`src/bvga_pkg.sv`:
```
package bvga_pkg;

	// Geometry of the volume layout.
	localparam int COORD_BITS = 14;
	localparam int BLOCK_LOG2 = 6;
	localparam int BRICK_LOG2 = 2;

	localparam int BLK_W = 1 << BLOCK_LOG2;
	localparam int BLK_STRIDE = BLK_W - 1;
	localparam int BRK_MASK = (1 << BRICK_LOG2) - 1;
	localparam int HI_BITS = BLOCK_LOG2 - BRICK_LOG2;
	localparam int SH_Y_LO = BRICK_LOG2;
	localparam int SH_Z_LO = 2 * BRICK_LOG2;
	localparam int SH_X_HI = 3 * BRICK_LOG2;
	localparam int SH_Y_HI = 3 * BRICK_LOG2 + HI_BITS;
	localparam int SH_Z_HI = 3 * BRICK_LOG2 + 2 * HI_BITS;

	// Block coordinate width: the stride is at least half the block width.
	localparam int QB = COORD_BITS - BLOCK_LOG2 + 1;

	// Reciprocal of the stride, rounded down; the quotient estimate is then
	// at most one short of the exact quotient.
	localparam int DIV_K = COORD_BITS + BLOCK_LOG2;
	localparam int DIV_MB = COORD_BITS + 2;
	localparam logic [DIV_MB-1:0] DIV_M = DIV_MB'((64'd1 << DIV_K) / 64'(BLK_STRIDE));

	// Fixed field widths.
	localparam int GRID_BITS = 9;
	localparam int VSL_BITS = 2;
	localparam int CFG_IDX_BITS = 2;
	localparam int IDX_BITS = 25;
	localparam int OFS_BITS = 18;
	localparam int BYTE_BITS = 21;
	localparam int SX_BITS = 9;
	localparam int SY_BITS = 13;
	localparam int SZ_BITS = 17;

	// Register indexes of the configuration port.
	localparam logic [CFG_IDX_BITS-1:0] REG_BLOCKS_X = 2'd0;
	localparam logic [CFG_IDX_BITS-1:0] REG_BLOCKS_Y = 2'd1;
	localparam logic [CFG_IDX_BITS-1:0] REG_VOXEL_SIZE = 2'd2;

	// Neighbour steps in elements, before scaling by the voxel size.
	localparam logic [31:0] STEP_X_NORM = 32'd1;
	localparam logic [31:0] STEP_X_EDGE = 32'((1 << SH_X_HI) - BRK_MASK);
	localparam logic [31:0] STEP_Y_NORM = 32'(1 << SH_Y_LO);
	localparam logic [31:0] STEP_Y_EDGE = 32'((1 << SH_Y_HI) - BRK_MASK * (1 << SH_Y_LO));
	localparam logic [31:0] STEP_Z_NORM = 32'(1 << SH_Z_LO);
	localparam logic [31:0] STEP_Z_EDGE = 32'((1 << SH_Z_HI) - BRK_MASK * (1 << SH_Z_LO));

	typedef logic [QB-1:0] bcoord_t;
	typedef logic [BLOCK_LOG2-1:0] pos_t;

	typedef struct packed {
		logic [COORD_BITS-1:0] voxel_x;
		logic [COORD_BITS-1:0] voxel_y;
		logic [COORD_BITS-1:0] voxel_z;
		logic ghost_dx;
		logic ghost_dy;
		logic ghost_dz;
	} voxel_t;

	typedef struct packed {
		logic [IDX_BITS-1:0] block_index;
		logic [OFS_BITS-1:0] voxel_offset;
		logic [BYTE_BITS-1:0] byte_offset;
		logic [SX_BITS-1:0] step_x;
		logic [SY_BITS-1:0] step_y;
		logic [SZ_BITS-1:0] step_z;
		logic ghost_valid;
		logic [IDX_BITS-1:0] ghost_block_index;
		logic [OFS_BITS-1:0] ghost_voxel_offset;
	} addr_t;

	typedef struct packed {
		logic [GRID_BITS-1:0] blocks_x;
		logic [GRID_BITS-1:0] blocks_y;
		logic [VSL_BITS-1:0] voxel_size_log2;
	} cfg_t;

	// Load enables of the four pipeline stages.
	typedef struct packed {
		logic s1;
		logic s2;
		logic s3;
		logic s4;
	} pipe_en_t;

endpackage

```
`src/bvga_div.sv`:
```
module bvga_div (
	input  logic                             clk,
	input  bvga_pkg::pipe_en_t               en,
	input  logic [bvga_pkg::COORD_BITS-1:0]  coord,
	output bvga_pkg::bcoord_t                blk,
	output bvga_pkg::pos_t                   pos
);

	localparam int CB = bvga_pkg::COORD_BITS;
	localparam int BL = bvga_pkg::BLOCK_LOG2;
	localparam int PROD_W = CB + bvga_pkg::DIV_MB;
	localparam int RW = CB + 1;

	logic [PROD_W-1:0]    prod;
	logic [CB-1:0]        coord_s1;
	bvga_pkg::bcoord_t    quot_s1;
	logic [RW-1:0]        qd;
	logic [RW-1:0]        rem;
	logic                 fix;
	bvga_pkg::bcoord_t    blk_s2;
	bvga_pkg::pos_t       pos_s2;

	assign prod = PROD_W'(coord) * PROD_W'(bvga_pkg::DIV_M);

	// Stage 1: quotient estimate from the reciprocal product.
	always_ff @(posedge clk) begin
		if (en.s1) begin
			coord_s1 <= coord;
			quot_s1 <= prod[bvga_pkg::DIV_K +: bvga_pkg::QB];
		end
	end

	// The estimate may be one short; one compare and subtract corrects it.
	assign qd = (RW'(quot_s1) << BL) - RW'(quot_s1);
	assign rem = RW'(coord_s1) - qd;
	assign fix = (rem >= RW'(bvga_pkg::BLK_STRIDE));

	always_ff @(posedge clk) begin
		if (en.s2) begin
			blk_s2 <= fix ? quot_s1 + bvga_pkg::bcoord_t'(1) : quot_s1;
			pos_s2 <= fix ? BL'(rem - RW'(bvga_pkg::BLK_STRIDE)) : BL'(rem);
		end
	end

	assign blk = blk_s2;
	assign pos = pos_s2;

endmodule

```
`src/bvga_addr.sv`:
```
module bvga_addr (
	input  logic                 clk,
	input  bvga_pkg::pipe_en_t   en,
	input  bvga_pkg::cfg_t       cfg,
	input  bvga_pkg::bcoord_t    blk [3],
	input  bvga_pkg::pos_t       pos [3],
	input  logic [2:0]           dir,
	output bvga_pkg::addr_t      res
);

	localparam int BL = bvga_pkg::BLOCK_LOG2;
	localparam int BR = bvga_pkg::BRICK_LOG2;
	localparam int IW = bvga_pkg::IDX_BITS;

	function automatic logic [bvga_pkg::OFS_BITS-1:0] pack_ofs(
		bvga_pkg::pos_t x, bvga_pkg::pos_t y, bvga_pkg::pos_t z);
		logic [3*BL-1:0] v;
		v = {z[BL-1:BR], y[BL-1:BR], x[BL-1:BR], z[BR-1:0], y[BR-1:0], x[BR-1:0]};
		return bvga_pkg::OFS_BITS'(v);
	endfunction

	logic [2:0]          mv;
	logic [2:0]          neg;
	logic [2:0]          edge_hit;
	bvga_pkg::bcoord_t   gb [3];
	bvga_pkg::pos_t      gp [3];
	logic                gvalid;
	logic [31:0]         sx_w;
	logic [31:0]         sy_w;
	logic [31:0]         sz_w;
	logic [bvga_pkg::OFS_BITS-1:0] ofs;

	always_comb begin
		for (int i = 0; i < 3; i++) begin
			mv[i] = (pos[i] == '0) && dir[i];
			neg[i] = mv[i] && (blk[i] == '0);
			gb[i] = mv[i] ? blk[i] - bvga_pkg::bcoord_t'(1) : blk[i];
			gp[i] = mv[i] ? bvga_pkg::pos_t'(bvga_pkg::BLK_W - 1) : pos[i];
			edge_hit[i] = &pos[i][BR-1:0];
		end
	end

	assign gvalid = (|mv) && !(|neg);
	assign ofs = pack_ofs(pos[0], pos[1], pos[2]);
	assign sx_w = (edge_hit[0] ? bvga_pkg::STEP_X_EDGE : bvga_pkg::STEP_X_NORM)
		<< cfg.voxel_size_log2;
	assign sy_w = (edge_hit[1] ? bvga_pkg::STEP_Y_EDGE : bvga_pkg::STEP_Y_NORM)
		<< cfg.voxel_size_log2;
	assign sz_w = (edge_hit[2] ? bvga_pkg::STEP_Z_EDGE : bvga_pkg::STEP_Z_NORM)
		<< cfg.voxel_size_log2;

	// Stage 3: inner term of the linear index, offsets and steps.
	logic [IW-1:0]                  t_s3;
	logic [IW-1:0]                  gt_s3;
	bvga_pkg::bcoord_t              bx_s3;
	bvga_pkg::bcoord_t              gbx_s3;
	logic                           gvalid_s3;
	logic [bvga_pkg::OFS_BITS-1:0]  ofs_s3;
	logic [bvga_pkg::OFS_BITS-1:0]  gofs_s3;
	logic [bvga_pkg::BYTE_BITS-1:0] byte_s3;
	logic [bvga_pkg::SX_BITS-1:0]   sx_s3;
	logic [bvga_pkg::SY_BITS-1:0]   sy_s3;
	logic [bvga_pkg::SZ_BITS-1:0]   sz_s3;

	always_ff @(posedge clk) begin
		if (en.s3) begin
			t_s3 <= IW'(blk[1]) + IW'(cfg.blocks_y) * IW'(blk[2]);
			gt_s3 <= IW'(gb[1]) + IW'(cfg.blocks_y) * IW'(gb[2]);
			bx_s3 <= blk[0];
			gbx_s3 <= gb[0];
			gvalid_s3 <= gvalid;
			ofs_s3 <= ofs;
			gofs_s3 <= gvalid ? pack_ofs(gp[0], gp[1], gp[2]) : '0;
			byte_s3 <= bvga_pkg::BYTE_BITS'(ofs) << cfg.voxel_size_log2;
			sx_s3 <= sx_w[bvga_pkg::SX_BITS-1:0];
			sy_s3 <= sy_w[bvga_pkg::SY_BITS-1:0];
			sz_s3 <= sz_w[bvga_pkg::SZ_BITS-1:0];
		end
	end

	// Stage 4: outer term of the linear index, into the output register.
	always_ff @(posedge clk) begin
		if (en.s4) begin
			res.block_index <= IW'(bx_s3) + IW'(cfg.blocks_x) * t_s3;
			res.voxel_offset <= ofs_s3;
			res.byte_offset <= byte_s3;
			res.step_x <= sx_s3;
			res.step_y <= sy_s3;
			res.step_z <= sz_s3;
			res.ghost_valid <= gvalid_s3;
			res.ghost_block_index <= gvalid_s3 ?
				IW'(gbx_s3) + IW'(cfg.blocks_x) * gt_s3 : '0;
			res.ghost_voxel_offset <= gofs_s3;
		end
	end

endmodule

```
`src/bricked_volume_ghost_address.sv`:
```
// Bricked volume address translation with ghost-voxel lookup.
//
// The voxel channel (voxel_valid, voxel_ready, voxel) takes three coordinates
// and three ghost direction bits per item. The addr channel (addr_valid,
// addr_ready, addr) returns one result item per input item, in order: the
// linear block index, the brick-interleaved offset, its byte form, the
// neighbour steps and the ghost copy address.
// An accepted item passes through every pipeline stage before addr_valid
// rises, and a ready receiver then takes it from the output register.
// One item is taken every cycle while the receiver is ready or a stage is free;
// the pipeline has four stages: the reciprocal multiply of the divide by the
// block stride, its one-step correction, the inner and the outer grid multiply.
// Each stage has its own valid bit and moves when the stage after it is
// empty or moving, so bubbles are squeezed out and voxel_ready stays high
// while any stage is free, even when the receiver stalls. A stalled result
// is held in the output register until it is taken.
// The configuration port (cfg_we, cfg_index, cfg_data) writes the grid size
// and voxel size; it should be written only while no item is in flight.
// Reset empties the pipeline and sets a 1 by 1 grid of byte voxels.
module bricked_volume_ghost_address_core (
	input  logic                                clk,
	input  logic                                arst_n,
	input  logic                                voxel_valid,
	output logic                                voxel_ready,
	input  bvga_pkg::voxel_t                    voxel,
	output logic                                addr_valid,
	input  logic                                addr_ready,
	output bvga_pkg::addr_t                     addr,
	input  logic                                cfg_we,
	input  logic [bvga_pkg::CFG_IDX_BITS-1:0]   cfg_index,
	input  logic [bvga_pkg::GRID_BITS-1:0]      cfg_data
);

	bvga_pkg::cfg_t     cfg_q;
	bvga_pkg::pipe_en_t en;
	logic               valid_s1;
	logic               valid_s2;
	logic               valid_s3;
	logic               valid_s4;
	logic [2:0]         dir_s1;
	logic [2:0]         dir_s2;
	bvga_pkg::bcoord_t  blk [3];
	bvga_pkg::pos_t     pos [3];

	// Configuration registers; an index beyond the list is ignored.
	always_ff @(posedge clk or negedge arst_n) begin
		if (!arst_n) begin
			cfg_q.blocks_x <= bvga_pkg::GRID_BITS'(1);
			cfg_q.blocks_y <= bvga_pkg::GRID_BITS'(1);
			cfg_q.voxel_size_log2 <= '0;
		end else if (cfg_we) begin
			case (cfg_index)
				bvga_pkg::REG_BLOCKS_X: cfg_q.blocks_x <= cfg_data;
				bvga_pkg::REG_BLOCKS_Y: cfg_q.blocks_y <= cfg_data;
				bvga_pkg::REG_VOXEL_SIZE:
					cfg_q.voxel_size_log2 <= cfg_data[bvga_pkg::VSL_BITS-1:0];
				default: ;
			endcase
		end
	end

	// A stage loads when it is empty or when the stage after it loads.
	assign en.s4 = !valid_s4 || addr_ready;
	assign en.s3 = !valid_s3 || en.s4;
	assign en.s2 = !valid_s2 || en.s3;
	assign en.s1 = !valid_s1 || en.s2;
	assign voxel_ready = en.s1;

	always_ff @(posedge clk or negedge arst_n) begin
		if (!arst_n) begin
			valid_s1 <= 1'b0;
			valid_s2 <= 1'b0;
			valid_s3 <= 1'b0;
			valid_s4 <= 1'b0;
		end else begin
			if (en.s1) valid_s1 <= voxel_valid;
			if (en.s2) valid_s2 <= valid_s1;
			if (en.s3) valid_s3 <= valid_s2;
			if (en.s4) valid_s4 <= valid_s3;
		end
	end

	// The ghost direction bits ride alongside the divider stages.
	always_ff @(posedge clk) begin
		if (en.s1) dir_s1 <= {voxel.ghost_dz, voxel.ghost_dy, voxel.ghost_dx};
		if (en.s2) dir_s2 <= dir_s1;
	end

	bvga_div u_div_x (
		.clk   (clk),
		.en    (en),
		.coord (voxel.voxel_x),
		.blk   (blk[0]),
		.pos   (pos[0])
	);

	bvga_div u_div_y (
		.clk   (clk),
		.en    (en),
		.coord (voxel.voxel_y),
		.blk   (blk[1]),
		.pos   (pos[1])
	);

	bvga_div u_div_z (
		.clk   (clk),
		.en    (en),
		.coord (voxel.voxel_z),
		.blk   (blk[2]),
		.pos   (pos[2])
	);

	bvga_addr u_addr (
		.clk (clk),
		.en  (en),
		.cfg (cfg_q),
		.blk (blk),
		.pos (pos),
		.dir (dir_s2),
		.res (addr)
	);

	assign addr_valid = valid_s4;

	// A result can only appear in the output register from a full stage 3.
	assert property (@(posedge clk) disable iff (!arst_n)
		$rose(valid_s4) |-> $past(valid_s3))
		else $error("output valid without a stage 3 item");

	// An empty first stage always takes a new item.
	assert property (@(posedge clk) disable iff (!arst_n)
		!valid_s1 |-> voxel_ready)
		else $error("input stalled with stage 1 empty");

	// The byte offset follows the element offset and the voxel size.
	assert property (@(posedge clk) disable iff (!arst_n)
		addr_valid |-> addr.byte_offset ==
			(bvga_pkg::BYTE_BITS'(addr.voxel_offset) << cfg_q.voxel_size_log2))
		else $error("byte offset does not match element offset");

	// An invalid ghost carries a zero address.
	assert property (@(posedge clk) disable iff (!arst_n)
		addr_valid && !addr.ghost_valid |->
			addr.ghost_block_index == '0 && addr.ghost_voxel_offset == '0)
		else $error("invalid ghost with a non-zero address");

endmodule
```
`config.mk`:
```
export PLATFORM = sky130hd
export DESIGN_NAME = bricked_volume_ghost_address_core
export DESIGN_NICKNAME = d
export VERILOG_FILES = /design/src/bvga_pkg.sv /design/src/bvga_div.sv /design/src/bvga_addr.sv /design/src/bricked_volume_ghost_address.sv
export SDC_FILE = /design/constraint.sdc
export NUM_CORES = 2
export LEC_CHECK = 0
export ABC_AREA = 1
export CAP_MARGIN = 20
export CORE_UTILIZATION = 35
export DETAILED_ROUTE_END_ITERATION = 6
export DONT_BUFFER_PORTS = 1
export SYNTH_ARGS = -nofsm -noshare
export SYNTH_HDL_FRONTEND = slang
export SYNTH_SLANG_ARGS = --single-unit
```
`constraint.sdc`:
```
create_clock -name clk -period 11.48 [get_ports clk]
set_clock_uncertainty 0.15 [all_clocks]
set_input_delay 1.148 -clock clk [delete_from_list [all_inputs] [get_ports clk]]
set_output_delay 1.148 -clock clk [all_outputs]
set_load 0.05 [all_outputs]
```
==> out/qor.csv <==
stage;metric;value;unit
sta;fin. max-slew vios;0;
sta;worst slew pin tran;1.01;ns
worst_setup_path;CP Capture Point;u_addr.gt_s3[18];
sta;RSZ-0062 raised after global routing;no;
yosys;#FFs+latches synth;412;
yosys;combinational family with the most area after synthesis;adder cells;
cts;TritonCTS buffer count;46;
routing;routed vias;27594;
yosys;post-synthesis compound-gate area fraction;0.0519;
global_route;first-pass GRT wire length;152000;um
floorplanning;Core Region;111000;um2
yosys;Post-synth ARST share;0.0583;
cts;worst skew pair latency;0.63;ns
sta;min Tclk post-route;6.60;ns
global_route;GRT met3 Usage;0.0283;
cts;Hold-fix buffers, CTS;0;
yosys;Yosys warning count;0;
routing;Initial DRC Count;1831;
yosys;adder-cell share of the synthesized area;0.328;
finish;share of cells above drive strength 1;0.0398;
yosys;Post-synth EDFFs;388;
global_route;Top Usage Layer GRT;met2;
global_route;M2 GR Usage;0.284;
worst_setup_path;Worst Path Max Fanout;12;
worst_setup_path;Worst setup EP type;flop;
routing;Via-to-Cell Ratio;4.75;
global_route;total grt overflow;0;
placement;Routability Congestion;0.884;
finish;Inserted Diodes;0;
worst_setup_path;reg2reg end;u_addr.gt_s3[18];
global_route;M1 GR Usage;0.233;
sta;Max-Slew Margin vs Limit;0.328;
sta;final setup violating endpoints;0;
worst_setup_path;r2r worst-path depth;26;
global_route;antenna violations before repair;5;
finish;synthesis-to-finish area growth;7.62;%
yosys;mux cell area share after synthesis;0.00281;
cts;clk buf depth;3;
yosys;post-synthesis cell type count;56;
floorplanning;I/O pin total;210;
yosys;area leader, netlist;edfxtp_1;
yosys;post-synth top area share;0.298;
worst_setup_path;Critical Path AT;6.81;ns
worst_setup_path;reg-to-reg startpoint;u_div_z.pos[0];
cts;CTS root buffer;clkbuf_16;
run;max cap viols;0;
worst_setup_path;CP Class;reg -> reg;
cts;Post-CTS Setup Repair Bufs;0;
global_route;vias in the first global route;27646;
floorplanning;die height;336;um
status;status;finished clean;
yosys;Post-Syn Area;39100;um2
finish;multi-input logic area;22900;um2
sta;TNS Setup;0;ns
yosys;post-synthesis cell count;4341;
finish;FILL cells;11139;
floorplanning;die area;113000;um2
sta;fmax;152;MHz
worst_setup_path;worst setup path start;u_div_z.pos[0];
worst_setup_path;Critical Path Start Type;flop;
worst_hold_path;type of the tightest min-delay check;in -> async;
routing;# DRC;0;
yosys;register area share after synthesis;0.313;
routing;DR WL/cell;16.4;um
floorplanning;die span in x;336;um
global_route;GRT Total Usage;0.171;
routing;DR pass1 iterations;5;
floorplanning;Starting Density;0.353;
routing;Routed WL;95200;um
yosys;xor/xnor share of the synthesized area;0.0360;
yosys;simple-gate share of the synthesized area;0.165;
cts;clock sinks;412;
finish;Final nets;5145;
placement;IO buf count;0;
routing;ANT nets after route;0;
worst_setup_path;Worst R2R Setup Slack;4.88;ns
yosys;main area contributors after synthesis;edfxtp_1 30%, fa_1 19%, ha_1 14%;
yosys;top_reg_cell synth;edfxtp_1;
cts;H-tree levels;2;
finish;register area;12300;um2
sta;Final Hold Fails;0;
worst_setup_path;Req. time, crit path;11.69;ns
floorplanning;FP Rows;122;
placement;DP HPWL;75900;um
worst_setup_path;Critical-path top delay cell;xor2_1;
worst_setup_path;max incr delay on CP;0.52;ns
global_route;pin count of the biggest net entering global routing;84;
cts;post-CTS resize count;0;
sta;final cycle utilization of the critical path;0.575;
cts;clock-pin slew on the worst setup and hold paths;0.07;ns
yosys;Mean Syn Cell Area;9.01;um2
cts;CTS tree;yes;
## synthesized netlist by cell type, types with 9 or more instances
cell type and count:
a21oi_1 181, buf_1 12, buf_4 17, clkbuf_1 98, dfrtp_1 22, edfxtp_1 388
fa_1 376, ha_1 425, inv_1 904, mux2i_1 11, nand2_1 1049, nand2_2 21
nand3_1 140, nand3_2 20, nand3b_1 9, nand4_1 33, nor2_1 194, nor3_1 31
o21a_1 12, o21ai_0 130, o21bai_1 10, xnor2_1 43, xor2_1 114
## how the worst min path moves through the flow
stage,from,to,cells after the start
floorplan,dir_s1[0],dir_s2[0],0
global placement,u_addr.byte_s3[1],u_addr.res[84],0
detailed placement,u_addr.ofs_s3[10],u_addr.res[114],0
CTS,arst_n,cfg_q[8],0
global route,arst_n,cfg_q[5],0
finish,arst_n,cfg_q[8],0
## registers in the layout, indices dropped and copies added (netlist names), 14 cells and up
signal            flops
u_addr.res          131
u_addr.t_s3          19
u_div_z.coord_s1     14
u_addr.byte_s3       21
u_div_x.coord_s1     14
u_addr.gt_s3         19
cfg_q                20
u_addr.ofs_s3        18
u_addr.gofs_s3       18
u_div_y.coord_s1     14
## cell usage in the layout (no fill, tap or decap), types with 5 or more instances in the layout
cell / netlist / final
a31oi_1: 8 / 8
clkbuf_16: 0 / 47
and2_1: 5 / 5
clkinv_1: 0 / 8
clkbuf_1: 98 / 6
nor2_2: 6 / 6
nand2_1: 1049 / 1048
o21ai_0: 130 / 130
inv_2: 8 / 9
nand3_1: 140 / 140
nand3b_1: 9 / 9
nor2_1: 194 / 194
clkinv_2: 0 / 10
dfrtp_1: 22 / 22
o21a_1: 12 / 12
o21bai_1: 10 / 10
a21o_1: 8 / 8
mux2i_1: 11 / 11
xor2_1: 114 / 114
inv_6: 0 / 5
inv_1: 904 / 901
buf_4: 17 / 20
nand2_2: 21 / 21
xnor2_1: 43 / 43
nand3_2: 20 / 20
conb_1: 1 / 6
a21oi_1: 181 / 181
and3_1: 5 / 5
fa_1: 376 / 376
nor3_1: 31 / 31
nor4_1: 7 / 7
ha_1: 425 / 425
nand4_1: 33 / 33
edfxtp_1: 388 / 388
## area by class of cell
class | instances | area share
multi-input cells | 2890 | 0.543
flip-flops and latches | 412 | 0.291
inverters | 912 | 0.0816
well taps | 1488 | 0.0442
clock buffers | 54 | 0.0288
clock inverters | 30 | 0.00684
repair buffers | 21 | 0.00404
## critical path: cells and delay by family (launching register included)
kind	cells	cell delay [ns]
adder cells (fa/ha/maj)	6	2.65
AND/OR/NAND/NOR	11	1.32
buffers and inverters	6	0.81
XOR/XNOR	2	0.58
flip-flops	1	0.42
AO/OA/AOI/OAI	1	0.42
## kinds of logic (layout without fill, tap and decap cells)
logic type                 Yosys count  count (layout)
and+or+nand+nor                   1539            1539
xor gates and xnor gates           159             159
buffers and inverters             1044            1017
adders and majority gates          801             801
DFF                                412             412
AOI/OAI and AO/OA                  374             374
other                                1               6
muxes                               11              11
## per-layer routing
| layer | up-vias | share of wire |
|---|---|---|
| met3 | 104 | 0.053 |
| li1 | 13470 | - |
| met2 | 620 | 0.47 |
| met1 | 13392 | 0.46 |
| met5 | - | 0.00048 |
| met4 | 8 | 0.018 |
## metrics by stage
| step | setup slack (ns) | hold slack, ns | area (um2) | cells | util |
|---|---|---|---|---|---|
| global route | 4.44 | 0.0284 | 42100 | 5807 | 0.380 |
| global placement | 4.97 | 0.253 | 40600 | 5723 | 0.367 |
| detailed placement | 4.87 | 0.255 | 40600 | 5723 | 0.367 |
| finish | 4.88 | 0.0633 | 42100 | 5807 | 0.380 |
| CTS | 4.88 | 0.0181 | 42100 | 5807 | 0.380 |
| floorplan | 1.39 | 0.250 | 39100 | 4346 | - |
Power is left out: the tool's default activity adds up to more than one toggle a clock period on the data nets, which glitch-free logic cannot reach.
